===== src/rtl/core/nbm_pkg.sv =====
// Shared types, codes and helpers for the nibble bank mapper.
`default_nettype none
package nbm_pkg;

   typedef enum logic [1:0] {
      OP_WRITE = 2'd0,
      OP_TICK  = 2'd1,
      OP_PRG   = 2'd2,
      OP_CHR   = 2'd3
   } op_type;

   typedef enum logic [1:0] {
      CSR_PRG_COUNT   = 2'd0,
      CSR_CHR_COUNT   = 2'd1,
      CSR_INIT_MIRROR = 2'd2
   } csr_index_type;

   // register pages, decoded from A15-A12
   localparam logic [3:0] PAGE_PRG01     = 4'h8;
   localparam logic [3:0] PAGE_PRG2      = 4'h9;
   localparam logic [3:0] PAGE_CHR_FIRST = 4'hA;
   localparam logic [3:0] PAGE_CHR_LAST  = 4'hD;
   localparam logic [3:0] PAGE_LATCH     = 4'hE;
   localparam logic [3:0] PAGE_IRQ       = 4'hF;

   // sub-register codes within the IRQ page, decoded from A1-A0
   localparam logic [1:0] SUB_IRQ_ENABLE = 2'd0;
   localparam logic [1:0] SUB_IRQ_ACK    = 2'd1;
   localparam logic [1:0] SUB_MIRROR     = 2'd3;

   localparam int PRG_SLOTS  = 3;
   localparam int CHR_SLOTS  = 8;
   localparam int BANK_W     = 8;
   localparam int DIV_STEPS  = BANK_W;
   localparam int STEP_W     = $clog2(DIV_STEPS);
   localparam int ROM_W      = 21;
   localparam int CSR_IDX_W  = 2;
   localparam int CSR_DATA_W = 7;

   typedef enum logic [2:0] {
      ST_IDLE = 3'b001,
      ST_DIV  = 3'b010,
      ST_EMIT = 3'b100
   } state_type;

   typedef struct packed {
      logic cap;       // latch accepted item, apply its state update, seed divider
      logic div_step;  // one restoring step of the modulo unit
      logic load_out;  // load the result register
   } cmd_type;

   typedef struct packed {
      logic need_div;  // accepted item needs a bank reduction
   } sts_type;

   function automatic logic [BANK_W-1:0] put_nibble(input logic [BANK_W-1:0] cur,
                                                    input logic hi,
                                                    input logic [3:0] nib);
      logic [BANK_W-1:0] res;
      if (hi) begin
         res = {nib, cur[3:0]};
      end else begin
         res = {cur[7:4], nib};
      end
      return res;
   endfunction

endpackage
`default_nettype wire


===== src/rtl/core/nbm_if.sv =====
// Request and response channel interfaces of the nibble bank mapper.
`default_nettype none
interface nbm_req_if;
   logic        valid;
   logic        ready;
   logic [1:0]  opcode;
   logic [15:0] address;
   logic [7:0]  data;

   modport source (output valid, output opcode, output address, output data, input ready);
   modport sink   (input valid, input opcode, input address, input data, output ready);
endinterface

interface nbm_rsp_if;
   logic        valid;
   logic        ready;
   logic [20:0] rom_address;
   logic        irq_line;
   logic [1:0]  mirror_mode;

   modport source (output valid, output rom_address, output irq_line, output mirror_mode,
                   input ready);
   modport sink   (input valid, input rom_address, input irq_line, input mirror_mode,
                   output ready);
endinterface
`default_nettype wire


===== src/rtl/core/nbm_ctrl.sv =====
// Sequencer: accepts a beat, runs the modulo steps if the item needs them, loads the result register.
`default_nettype none
module nbm_ctrl (
   input  wire logic            clock,
   input  wire logic            reset,
   input  wire logic            req_valid,
   output logic                 req_ready,
   output logic                 rsp_valid,
   input  wire logic            rsp_ready,
   input  wire nbm_pkg::sts_type sts,
   output nbm_pkg::cmd_type     cmd
);
   import nbm_pkg::*;

   state_type         state_ff, state_in;
   logic [STEP_W-1:0] step_ff, step_in;
   logic              rsp_valid_ff, rsp_valid_in;
   logic              out_free;

   assign req_ready = (state_ff == ST_IDLE);
   assign rsp_valid = rsp_valid_ff;
   assign out_free  = !rsp_valid_ff || rsp_ready;

   always_comb begin
      state_in     = state_ff;
      step_in      = step_ff;
      rsp_valid_in = rsp_valid_ff && !rsp_ready;
      cmd          = '0;
      case (state_ff)
         ST_IDLE: begin
            if (req_valid) begin
               cmd.cap  = 1'b1;
               step_in  = '0;
               state_in = sts.need_div ? ST_DIV : ST_EMIT;
            end
         end
         ST_DIV: begin
            cmd.div_step = 1'b1;
            step_in      = step_ff + 1'b1;
            if (step_ff == STEP_W'(DIV_STEPS - 1)) begin
               state_in = ST_EMIT;
            end
         end
         ST_EMIT: begin
            if (out_free) begin
               cmd.load_out = 1'b1;
               rsp_valid_in = 1'b1;
               state_in     = ST_IDLE;
            end
         end
         default: begin
            state_in = ST_IDLE;
         end
      endcase
   end

   always_ff @(posedge clock) begin
      if (reset) begin
         state_ff     <= ST_IDLE;
         step_ff      <= '0;
         rsp_valid_ff <= 1'b0;
      end else begin
         state_ff     <= state_in;
         step_ff      <= step_in;
         rsp_valid_ff <= rsp_valid_in;
      end
   end

endmodule
`default_nettype wire


===== src/rtl/core/nbm_dpath.sv =====
// Datapath: bank and IRQ registers, config, shared modulo unit, result register.
`default_nettype none
module nbm_dpath (
   input  wire logic                            clock,
   input  wire logic                            reset,
   input  wire nbm_pkg::cmd_type                cmd,
   output nbm_pkg::sts_type                     sts,
   input  wire logic [1:0]                      req_opcode,
   input  wire logic [15:0]                     req_address,
   input  wire logic [7:0]                      req_data,
   input  wire logic                            csr_we,
   input  wire logic [nbm_pkg::CSR_IDX_W-1:0]   csr_index,
   input  wire logic [nbm_pkg::CSR_DATA_W-1:0]  csr_wdata,
   output logic [nbm_pkg::ROM_W-1:0]            rsp_rom_address,
   output logic                                 rsp_irq_line,
   output logic [1:0]                           rsp_mirror_mode
);
   import nbm_pkg::*;

   // configuration
   logic [6:0] prg_cnt_ff;
   logic [4:0] chr_cnt_ff;

   // mapper state
   logic [BANK_W-1:0] prg_bank_ff [PRG_SLOTS];
   logic [BANK_W-1:0] prg_bank_in [PRG_SLOTS];
   logic [BANK_W-1:0] chr_bank_ff [CHR_SLOTS];
   logic [BANK_W-1:0] chr_bank_in [CHR_SLOTS];
   logic [15:0] latch_ff, latch_in;
   logic [15:0] counter_ff, counter_in;
   logic        irq_en_ff, irq_en_in;
   logic        pend_ff, pend_in;
   logic [1:0]  mirror_ff, mirror_in;

   // captured item and modulo unit
   logic [1:0]        op_ff;
   logic [15:0]       addr_ff;
   logic [BANK_W-1:0] rem_ff, rem_in;
   logic [BANK_W-1:0] dvd_ff, dvd_in;
   logic [BANK_W-1:0] den_ff;

   // result register
   logic [ROM_W-1:0] rom_ff, rom_in;
   logic             irq_out_ff;
   logic [1:0]       mir_out_ff;

   logic [BANK_W-1:0] prg_bank_num, chr_bank_num;
   logic [BANK_W-1:0] req_dividend, req_divisor;
   logic [3:0]        wr_page, chr_page_off;
   logic [1:0]        wr_sub, req_slot, cur_slot;
   logic [2:0]        chr_wr_idx;
   logic [BANK_W:0]   shifted, trial;
   logic [BANK_W-1:0] out_bank;

   assign prg_bank_num = {prg_cnt_ff, 1'b0};
   assign chr_bank_num = {chr_cnt_ff, 3'b000};
   assign req_slot     = req_address[14:13];

   // --- item needs a reduction, and the operands that seed the divider
   always_comb begin
      sts.need_div = 1'b0;
      req_dividend = chr_bank_ff[req_address[12:10]];
      req_divisor  = chr_bank_num;
      if (req_opcode == OP_PRG) begin
         req_divisor  = prg_bank_num;
         sts.need_div = req_address[15] && (prg_cnt_ff != '0) && (req_slot != 2'd3);
         case (req_slot)
            2'd0:    req_dividend = prg_bank_ff[0];
            2'd1:    req_dividend = prg_bank_ff[1];
            2'd2:    req_dividend = prg_bank_ff[2];
            default: req_dividend = '0;
         endcase
      end else if (req_opcode == OP_CHR) begin
         sts.need_div = (req_address[15:13] == 3'd0) && (chr_cnt_ff != '0);
      end
   end

   // --- register writes and scanline ticks
   assign wr_page      = req_address[15:12];
   assign wr_sub       = req_address[1:0];
   assign chr_page_off = wr_page - PAGE_CHR_FIRST;
   assign chr_wr_idx   = {chr_page_off[1:0], req_address[1]};

   always_comb begin
      for (int i = 0; i < PRG_SLOTS; i++) begin
         prg_bank_in[i] = prg_bank_ff[i];
      end
      for (int i = 0; i < CHR_SLOTS; i++) begin
         chr_bank_in[i] = chr_bank_ff[i];
      end
      latch_in   = latch_ff;
      counter_in = counter_ff;
      irq_en_in  = irq_en_ff;
      pend_in    = pend_ff;
      mirror_in  = mirror_ff;

      if (cmd.cap && (req_opcode == OP_WRITE)) begin
         if (wr_page == PAGE_PRG01) begin
            for (int i = 0; i < 2; i++) begin
               if (req_address[1] == 1'(i)) begin
                  prg_bank_in[i] = put_nibble(prg_bank_ff[i], req_address[0], req_data[3:0]);
               end
            end
         end else if (wr_page == PAGE_PRG2) begin
            if (!wr_sub[1]) begin
               prg_bank_in[2] = put_nibble(prg_bank_ff[2], req_address[0], req_data[3:0]);
            end
         end else if (wr_page inside {[PAGE_CHR_FIRST:PAGE_CHR_LAST]}) begin
            for (int i = 0; i < CHR_SLOTS; i++) begin
               if (chr_wr_idx == 3'(i)) begin
                  chr_bank_in[i] = put_nibble(chr_bank_ff[i], req_address[0], req_data[3:0]);
               end
            end
         end else if (wr_page == PAGE_LATCH) begin
            for (int j = 0; j < 4; j++) begin
               if (wr_sub == 2'(j)) begin
                  latch_in[j*4 +: 4] = req_data[3:0];
               end
            end
         end else if (wr_page == PAGE_IRQ) begin
            if (wr_sub == SUB_IRQ_ENABLE) begin
               irq_en_in = req_data[0];
            end else if (wr_sub == SUB_IRQ_ACK) begin
               pend_in    = 1'b0;
               counter_in = latch_ff;
            end else if (wr_sub == SUB_MIRROR) begin
               mirror_in = req_data[1:0];
            end
         end
      end else if (cmd.cap && (req_opcode == OP_TICK)) begin
         if (irq_en_ff && (counter_ff != '0)) begin
            counter_in = counter_ff - 16'd1;
            if (counter_ff == 16'd1) begin
               pend_in = 1'b1;
            end
         end
      end

      // writing the initial mirroring also restarts the live mode
      if (csr_we && (csr_index == CSR_INIT_MIRROR)) begin
         mirror_in = {1'b0, csr_wdata[0]};
      end
   end

   // --- restoring modulo, one dividend bit per step
   assign shifted = {rem_ff, dvd_ff[BANK_W-1]};
   assign trial   = shifted - {1'b0, den_ff};

   always_comb begin
      rem_in = rem_ff;
      dvd_in = dvd_ff;
      if (cmd.cap) begin
         rem_in = '0;
         dvd_in = req_dividend;
      end else if (cmd.div_step) begin
         dvd_in = {dvd_ff[BANK_W-2:0], 1'b0};
         rem_in = trial[BANK_W] ? shifted[BANK_W-1:0] : trial[BANK_W-1:0];
      end
   end

   // --- translated address from the captured item
   assign cur_slot = addr_ff[14:13];

   always_comb begin
      rom_in   = '0;
      out_bank = rem_ff;
      if (op_ff == OP_PRG) begin
         if (prg_cnt_ff == '0) begin
            out_bank = '0;
         end else if (cur_slot == 2'd3) begin
            out_bank = prg_bank_num - 8'd1;
         end
         if (addr_ff[15]) begin
            rom_in = {out_bank, addr_ff[12:0]};
         end
      end else if (op_ff == OP_CHR) begin
         if (addr_ff[15:13] == 3'd0) begin
            if (chr_cnt_ff == '0) begin
               rom_in = {5'd0, addr_ff};
            end else begin
               rom_in = {3'd0, rem_ff, addr_ff[9:0]};
            end
         end
      end
   end

   always_ff @(posedge clock) begin
      if (reset) begin
         prg_cnt_ff  <= 7'd2;
         chr_cnt_ff  <= 5'd1;
         for (int i = 0; i < PRG_SLOTS; i++) begin
            prg_bank_ff[i] <= BANK_W'(i);
         end
         for (int i = 0; i < CHR_SLOTS; i++) begin
            chr_bank_ff[i] <= BANK_W'(i);
         end
         latch_ff   <= '0;
         counter_ff <= '0;
         irq_en_ff  <= 1'b0;
         pend_ff    <= 1'b0;
         mirror_ff  <= 2'd0;
      end else begin
         if (csr_we && (csr_index == CSR_PRG_COUNT)) begin
            prg_cnt_ff <= csr_wdata[6:0];
         end
         if (csr_we && (csr_index == CSR_CHR_COUNT)) begin
            chr_cnt_ff <= csr_wdata[4:0];
         end
         for (int i = 0; i < PRG_SLOTS; i++) begin
            prg_bank_ff[i] <= prg_bank_in[i];
         end
         for (int i = 0; i < CHR_SLOTS; i++) begin
            chr_bank_ff[i] <= chr_bank_in[i];
         end
         latch_ff   <= latch_in;
         counter_ff <= counter_in;
         irq_en_ff  <= irq_en_in;
         pend_ff    <= pend_in;
         mirror_ff  <= mirror_in;
      end
   end

   // payload registers, no reset
   always_ff @(posedge clock) begin
      rem_ff <= rem_in;
      dvd_ff <= dvd_in;
      if (cmd.cap) begin
         op_ff   <= req_opcode;
         addr_ff <= req_address;
         den_ff  <= req_divisor;
      end
      if (cmd.load_out) begin
         rom_ff     <= rom_in;
         irq_out_ff <= pend_ff;
         mir_out_ff <= mirror_ff;
      end
   end

   assign rsp_rom_address = rom_ff;
   assign rsp_irq_line    = irq_out_ff;
   assign rsp_mirror_mode = mir_out_ff;

endmodule
`default_nettype wire


===== src/rtl/core/nibble_bank_mapper_scanline_irq.sv =====
// Top level of the nibble-loaded bank mapper with scanline IRQ counter.
//
// req_ch carries one beat per item: opcode (write, tick, PRG lookup, CHR
// lookup), a 16-bit address and a data byte. rsp_ch returns exactly one beat
// per item: the translated ROM offset (zero for writes and ticks), the IRQ
// line and the mirroring mode as they stand after the item.
// csr_we/csr_index/csr_wdata load the PRG size, the CHR size and the initial
// mirroring; writes land at the clock edge, no wait, no read-back.
//
// Writes, ticks and lookups that need no bank reduction go from the accepting
// edge straight to the emit state, which loads the result register and raises
// rsp valid; a lookup that reduces its bank modulo the bank count first runs
// the 8-step restoring modulo unit (one dividend bit per cycle). req_ch.ready
// is high only while the sequencer is idle, so one item is taken at a time.
// The result register lets a new beat be accepted while the previous
// result waits; with the receiver stalled, the next item completes its work
// and then holds until the result register frees.
// Reset (synchronous, active high) restores the bank registers to their
// power-on banks, clears the IRQ state and drops rsp_ch.valid.
`default_nettype none
module nibble_bank_mapper_scanline_irq (
   input  wire logic                            clock,
   input  wire logic                            reset,
   nbm_req_if.sink                              req_ch,
   nbm_rsp_if.source                            rsp_ch,
   input  wire logic                            csr_we,
   input  wire logic [nbm_pkg::CSR_IDX_W-1:0]   csr_index,
   input  wire logic [nbm_pkg::CSR_DATA_W-1:0]  csr_wdata
);
   import nbm_pkg::*;

   cmd_type cmd;
   sts_type sts;

   nbm_ctrl u_ctrl (
      .clock     (clock),
      .reset     (reset),
      .req_valid (req_ch.valid),
      .req_ready (req_ch.ready),
      .rsp_valid (rsp_ch.valid),
      .rsp_ready (rsp_ch.ready),
      .sts       (sts),
      .cmd       (cmd)
   );

   nbm_dpath u_dpath (
      .clock           (clock),
      .reset           (reset),
      .cmd             (cmd),
      .sts             (sts),
      .req_opcode      (req_ch.opcode),
      .req_address     (req_ch.address),
      .req_data        (req_ch.data),
      .csr_we          (csr_we),
      .csr_index       (csr_index),
      .csr_wdata       (csr_wdata),
      .rsp_rom_address (rsp_ch.rom_address),
      .rsp_irq_line    (rsp_ch.irq_line),
      .rsp_mirror_mode (rsp_ch.mirror_mode)
   );

   // one item in flight: an accepted beat closes the request side next cycle
   a_one_in_flight: assert property (@(posedge clock) disable iff (reset)
      (req_ch.valid && req_ch.ready) |=> !req_ch.ready)
      else $error("request accepted while an item is in flight");

   // a stalled result beat stays valid and unchanged
   a_rsp_hold: assert property (@(posedge clock) disable iff (reset)
      (rsp_ch.valid && !rsp_ch.ready) |=>
         (rsp_ch.valid && $stable(rsp_ch.rom_address) && $stable(rsp_ch.irq_line)
          && $stable(rsp_ch.mirror_mode)))
      else $error("result beat changed while stalled");

   // the sequencer's load command never comes with a capture or a modulo step
   a_load_from_emit: assert property (@(posedge clock) disable iff (reset)
      cmd.load_out |-> !cmd.cap && !cmd.div_step)
      else $error("conflicting sequencer commands");

endmodule
`default_nettype wire


===== src/flat_wrapper.sv =====
// flat-port wrapper written by rule: the top's interface ports become plain ports
module nibble_bank_mapper_scanline_irq_flat import nbm_pkg::*;
  (clock, reset, csr_we, csr_index, csr_wdata, req_ch_valid, req_ch_opcode, req_ch_address, req_ch_data, req_ch_ready, rsp_ch_valid, rsp_ch_rom_address, rsp_ch_irq_line, rsp_ch_mirror_mode, rsp_ch_ready);
  nbm_req_if req_ch_i ();
  nbm_rsp_if rsp_ch_i ();
  input  wire logic clock;
  input  wire logic reset;
  input  wire logic csr_we;
  input  wire logic [nbm_pkg::CSR_IDX_W-1:0] csr_index;
  input  wire logic [nbm_pkg::CSR_DATA_W-1:0] csr_wdata;
  input wire logic [$bits(req_ch_i.valid)-1:0] req_ch_valid;
  input wire logic [$bits(req_ch_i.opcode)-1:0] req_ch_opcode;
  input wire logic [$bits(req_ch_i.address)-1:0] req_ch_address;
  input wire logic [$bits(req_ch_i.data)-1:0] req_ch_data;
  output wire logic [$bits(req_ch_i.ready)-1:0] req_ch_ready;
  output wire logic [$bits(rsp_ch_i.valid)-1:0] rsp_ch_valid;
  output wire logic [$bits(rsp_ch_i.rom_address)-1:0] rsp_ch_rom_address;
  output wire logic [$bits(rsp_ch_i.irq_line)-1:0] rsp_ch_irq_line;
  output wire logic [$bits(rsp_ch_i.mirror_mode)-1:0] rsp_ch_mirror_mode;
  input wire logic [$bits(rsp_ch_i.ready)-1:0] rsp_ch_ready;
  assign req_ch_i.valid = req_ch_valid;
  assign req_ch_i.opcode = req_ch_opcode;
  assign req_ch_i.address = req_ch_address;
  assign req_ch_i.data = req_ch_data;
  assign req_ch_ready = req_ch_i.ready;
  assign rsp_ch_valid = rsp_ch_i.valid;
  assign rsp_ch_rom_address = rsp_ch_i.rom_address;
  assign rsp_ch_irq_line = rsp_ch_i.irq_line;
  assign rsp_ch_mirror_mode = rsp_ch_i.mirror_mode;
  assign rsp_ch_i.ready = rsp_ch_ready;
  nibble_bank_mapper_scanline_irq u_core (.clock(clock), .reset(reset), .req_ch(req_ch_i), .rsp_ch(rsp_ch_i), .csr_we(csr_we), .csr_index(csr_index), .csr_wdata(csr_wdata));
endmodule

===== config.mk =====
export PLATFORM = sky130hd
export DESIGN_NAME = nibble_bank_mapper_scanline_irq_flat
export DESIGN_NICKNAME = d
export VERILOG_FILES = /design/src/rtl/core/nbm_pkg.sv /design/src/rtl/core/nbm_if.sv /design/src/rtl/core/nbm_ctrl.sv /design/src/rtl/core/nbm_dpath.sv /design/src/rtl/core/nibble_bank_mapper_scanline_irq.sv /design/src/flat_wrapper.sv
export SDC_FILE = /design/constraint.sdc
export NUM_CORES = 1
export LEC_CHECK = 0
export ABC_AREA = 1
export BUFFER_PORTS_ARGS = -buffer_cell sky130_fd_sc_hd__clkbuf_2
export CORE_MARGIN = 10
export CORE_UTILIZATION = 35
export CTS_CLUSTER_SIZE = 40
export DETAILED_ROUTE_END_ITERATION = 10
export PLACE_DENSITY = 0.49
export SYNTH_ARGS = -nofsm -noshare
export SYNTH_HDL_FRONTEND = slang
export SYNTH_SLANG_ARGS = --single-unit

===== constraint.sdc =====
create_clock -name clock -period 2.5 [get_ports clock]
set_clock_uncertainty 0.1 [all_clocks]
set_input_delay 0 -clock clock [delete_from_list [all_inputs] [get_ports clock]]
set_output_delay 0 -clock clock [all_outputs]
set_load 0.01 [all_outputs]

### Yosys cells after proc, flatten, opt, wreduce, memory -nomap -nowiden

Memory sizes are Yosys's and may differ from the RTL's.
Cells that the tools add are included.

| cells by class | value |
|---|---|
| reduce and logical (&&, ||, !) cells | 62 |
| multiplexer cells | 112 |
| $lt $le $gt $ge | 2 |
| add/subtract/negate cells | 5 |
| bitwise logic cells | 25 |
| eq/ne operators | 142 |

Operators by type and width:

| operator | number |
|---|---|
| $mux 8 | 34 |
| $mux 64 | 4 |
| $mux 16 | 11 |
| $reduce_and 7->1 | 17 |
| $ne 6x6->1 const B | 16 |
| $ne 5x5->1 const B | 16 |
| $mux 4 | 16 |
| $ne 4x4->1 const B | 16 |
| $mux 18 | 3 |
| $ne 2x2->1 const B | 25 |
| $ne 3x3->1 const B | 16 |
| $mux 21 | 2 |
| $mux 1 | 33 |
| $reduce_and 9->1 | 3 |
| $mux 24 | 1 |
| $pmux 8 s3 | 1 |
| $reduce_and 6->1 | 4 |
| $or 1x1->1 | 19 |
| $eq 2x2->1 const B | 9 |
| $eq 3x3->1 const B | 6 |
| $eq 16x1->1 const B | 1 |
| $eq 4x4->1 const B | 4 |
| $ne 1x1->1 const B | 16 |
| $ne 2x1->1 const B | 8 |
| other kinds (29) | 67 |

| word-level totals | value |
|---|---|
| output and inout port bits | 26 |
| logic and storage cells | 373 |
| bits in registers | 121 |
| memories kept | 2 |
| bits of input ports | 40 |
| bits in writable memories | 88 |

Memories:

| name | depth | bits a word | read ports | clocked after Yosys merged registers in | wr ports | line | source |
|---|---|---|---|---|---|---|---|
| u_core.u_dpath.chr_bank_ff | 8 | 8 | 1 | 0 | 8 | nbm_dpath.sv:27 | `logic [BANK_W-1:0] chr_bank_ff [CHR_SLOTS];` |
| u_core.u_dpath.prg_bank_ff | 3 | 8 | 3 | 0 | 3 | nbm_dpath.sv:25 | `logic [BANK_W-1:0] prg_bank_ff [PRG_SLOTS];` |

### Longest topological paths before layout

| logic depth | value |
|---|---|
| word-level depth | 11 |
| depth in mapped cells | 12 |
| mapped depth without buffers | 11 |

### By module

Synthesis repeated with hierarchy kept, for this count alone.

| unflattened totals | value |
|---|---|
| cells, all modules | 1197 |
| area, all modules | 9928.3 µm² |

By module, submodules not included:

| module | area each (µm²) | sequential area each (µm²) | cells each | instances |
|---|---|---|---|---|
| nbm_dpath | 9539.1 | 5235.0 | 1144 | 1 |
| nbm_ctrl | 389.1 | 140.1 | 53 | 1 |

### Worst setup path after synthesis

OpenSTA, ideal clock, no wires.

| timing path | value |
|---|---|
| path type | register -> register |
| start | reg u_core.u_ctrl.state_ff[1] |
| end | reg u_core.u_dpath.irq_out_ff, in the netlist u_core.u_dpath.rsp_irq_line (enable) |
| period minus slack after synthesis | 2257 ps |
| arrival | 1744 ps |
| cell stages (with the launch flop) | 4 |
| data required time | 1987 ps |
| library setup time | 413 ps |
| buffers on the path | 0 |
| setup slack | 243 ps |
| cell sequence | dfxtp_1 -> inv_1 -> nand3_1 -> a21oi_1 |

RTL lines:

| item | line | source |
|---|---|---|
| from (decl) | nbm_ctrl.sv:15 | `state_type state_ff, state_in;` |
| from (signal assigned) | nbm_ctrl.sv:63 | `state_ff <= state_in;` |
| to (signal assigned) | nbm_dpath.sv:234 | `irq_out_ff <= pend_ff;` |
| to (decl) | nbm_dpath.sv:44 | `logic irq_out_ff;` |

### Worst setup path in the final report

| timing path | value |
|---|---|
| start | in csr_we |
| end | reg u_core.u_dpath.prg_cnt_ff[5] |

| on the way | value |
|---|---|
| cells in the longest elaborated chain, start to end | 1 |

RTL lines:

| item | line | source |
|---|---|---|
| from (decl) | flat_wrapper.sv:8 | `input wire logic csr_we;` |
| $logic_and 1x1->1 | nbm_dpath.sv:203 | `if (csr_we && (csr_index == CSR_PRG_COUNT)) begin` |
| to (signal assigned) | nbm_dpath.sv:204 | `prg_cnt_ff <= csr_wdata[6:0];` |
| to (decl) | nbm_dpath.sv:21 | `logic [6:0] prg_cnt_ff;` |

No other way between the ends.
A chain may end at the register's enable or synchronous reset.

==> summary.txt <==
Status: completed
Cell Count Post-Placement: 1,608
ANT nets after route: 0
Clock latency on the worst-skew pair: 0.52 ns
Clock Root Buffer: clkbuf_16
Worst Reg-to-Reg Cells: 9
Largest net degree at the start of global routing: 39
Area leader, netlist: edfxtp_1
Wirelength per Cell: 16.0 um
Peak supply drop: 0.000515 V
Sw Share: 23.8%
Place WS: 0.327 ns
Max Slew Vio Count: 0
Worst endpoint required time: 2.81 ns
Syn_area_per_cell: 8.35 um^2
Setup violations, final: 0
WS Path Type: in2reg
Non-Filler Instances: 1,702
Top cell type's share of synthesized area: 36.8%
HP Class: in2reg
Fill cells: 2,826
Hold depth: 2
Commonest cells after routing, fill and taps aside: nor2_1, nand2_1, inv_1
Max-Cap Viols: 0
Syn_nets: 1,236
#FFs+latches synth: 208
DR DRC count: 0
Total grt overflow: 0
Crit-path max cell delay: 0.57 ns
Setup TNS Final: 0 ns
Post-CTS Resized: 0
Crit end category: flop
Total Wirelength: 27,300 um
CTS Buf Count: 26
Vias: 8,191
Peak Freq: 437 MHz
Vias per cell: 4.81
RSZ-0062 raised after global routing: no
First-pass GRT wire length: 44,300 um
DRT iter0 DRCs: 479
Clock network fraction of design power: 46.0%
Slowest stage cell, crit path: dlygate4sd3_1
PwrDens: 695 mW/mm^2
Number of global-route vias before repair: 8,056
Pint: 6.39 mW
NetSw: 2.00 mW
CP startpoint kind: input pin
Gpl congestion: 0.825
Starting density of the core: 35.5%
CTS tree: built
Critical Path AT: 2.60 ns
Most frequent cell on the critical path: dlygate4sd3_1
Reg power frac: 45.2%
Clk slew on worst S/H paths: 0.06 ns
Most common cell after layout, fill and taps aside: nor2_1
Die ar.: 0.0353 mm^2
N_diodes: 0
PortBufs: 61
Overall power consumption: 8.39 mW
Cells after Synth: 1,182
First-pass DRT Iterations: 5
Site row count: 61
Gate power share: 8.8%
Largest fanout on the critical path: 11
Worst setup slack after layout: 0.214 ns
Core area: 0.0278 mm^2
Worst path cell trace: dlygate4sd3_1 > clkbuf_2 > inv_1 > nor3_1 > inv_1 > nor2_1 > dlygate4sd3_1 > nor2_1 > dlygate4sd3_1
Nets: 1,358
Num ports: 66
Seq/Total Area, Yosys: 54.5%
Layout cell share with drive strength beyond 1: 12.0%
Synth Cell Area: 0.00987 mm^2
Hold_ws: 0.105 ns
Synth cell types: 41
Die Span X: 188 um
Die H: 188 um
Top cells by area, synth: edfxtp_1, dfxtp_1, nor2_1, nand2_1, o21ai_0
Period minus WS final: 2.29 ns
H-tree depth: 1
Final-report hold violation count: 0
P&R area growth vs syn: 22.4%
Initial antenna violation count: 0
TritonCTS sink count: 208
Total track usage: 15.3%
Worst-case clock buffer depth: 3
Ys Warns: 0
Worst-Margin Slew: 0.816 ns
Hpwl dp: 19,000 um
Max_slew headroom: 45.4%
Leakage: 4.92 nW
Period utilization: 91.4%
[cells in the mapped netlist, drive strengths merged]
cell type    n
o22ai       10
edfxtp     121
xor2         5
o21ai      110
o211ai      26
nand3       74
a21boi       2
nor4         2
nand2      209
xnor2        3
a21oi       81
inv        134
nand3b       6
o311ai       1
a31o         1
a311oi       1
and3         1
a31oi        2
clkbuf      33
clkinv       1
nor3        10
o41ai        2
a211oi       3
nand4       12
a21o         1
ha          13
fa           1
dfxtp       87
nor2       219
buf         11
[state kept, by name, summed over array words and instances, names as in the netlist, 7 cells and up]
signal and flops:
u_core.u_dpath.chr_bank_ff 64, u_core.u_dpath.prg_bank_ff 24, u_core.u_dpath.rsp_rom_address 21, u_core.u_dpath.addr_ff 16
u_core.u_dpath.counter_ff 16, u_core.u_dpath.latch_ff 16, u_core.u_dpath.dvd_ff 8, u_core.u_dpath.rem_ff 8
u_core.u_dpath.den_ff 7, u_core.u_dpath.prg_cnt_ff 7
[worst max-delay path, delay by kind of cell]
| family | cells | cell delay (ns) |
|---|---|---|
| and+or+nand+nor | 3 | 0.50 |
| buffers and inverters | 6 | 2.09 |
[power by group through the flow]
stage	Clock (mW)	Sequential (mW)	Combinational (mW)
after floorplan	0	3.86	0.430
after global placement	0	3.87	0.683
after detailed placement	0	3.87	0.685
after CTS	3.96	3.79	0.744
after global routing	4.12	3.80	0.833
final	3.86	3.79	0.737
[worst paths after layout]
| check | startpoint | to | slack [ns] |
|---|---|---|---|
| max | csr_we | u_core.u_dpath.prg_cnt_ff[5]$_SDFFE_PP0P_ | 0.21 |
| min | req_ch_address[3] | u_core.u_dpath.addr_ff[3]$_DFFE_PN_ | 0.10 |
| max reg2reg | u_core.u_dpath.den_ff[5]$_DFFE_PN_ | u_core.u_dpath.rem_ff[6]$_SDFFE_PN0P_ | 0.29 |
| min reg2reg | u_core.u_dpath.mirror_ff[1]$_SDFFE_PP0P_ | u_core.u_dpath.rsp_mirror_mode[1]$_DFFE_PP_ | 0.34 |
[cells by family (layout without fill, tap and decap cells)]
| kind of cell | count (synthesis) | in the layout | synth area share (%) |
|---|---|---|---|
| AOI/OAI and AO/OA | 240 | 240 | 13.4 |
| DFF | 208 | 208 | 54.5 |
| and+or+nand+nor | 533 | 533 | 22.7 |
| xor gates and xnor gates | 8 | 8 | 0.710 |
| buffers and inverters | 179 | 321 | 6.93 |
| adders and majority gates | 14 | 14 | 1.85 |
[what timing repair did]
| action | 4_1_cts | 5_1_grt |
|---|---|---|
| endpoints found under the hold margin | 102 | 0 |
| endpoints found under the setup margin | 0 | 0 |
| hold buffers | 46 | 0 |
| buffers inserted | 0 | 0 |
[area by class of cell]
class	count	area [um^2]	share of cell area, %
clock buffers	38	830	6.87
flip-flops and latches	208	5380	44.5
clock inverters	10	76.3	0.632
multi-input cells	795	3820	31.6
inverters	135	507	4.20
well taps	378	473	3.92
repair buffers	138	998	8.27
[per-stage QoR]
step                      instance area (um^2)  utilization [%]
after floorplan                           9870                -
after global placement                   10700             38.6
after detailed placement                 10700             38.6
after CTS                                12100             43.5
after global routing                     12100             43.5
final                                    12100             43.5
[per-layer routing]
layer  GRT usage (%)  wire (um)
met2            25.5      12700
met5               0          0
met4            3.82        451
met3            2.56       1300
met1            20.2      12800
(Power assumes the default switching activity.)
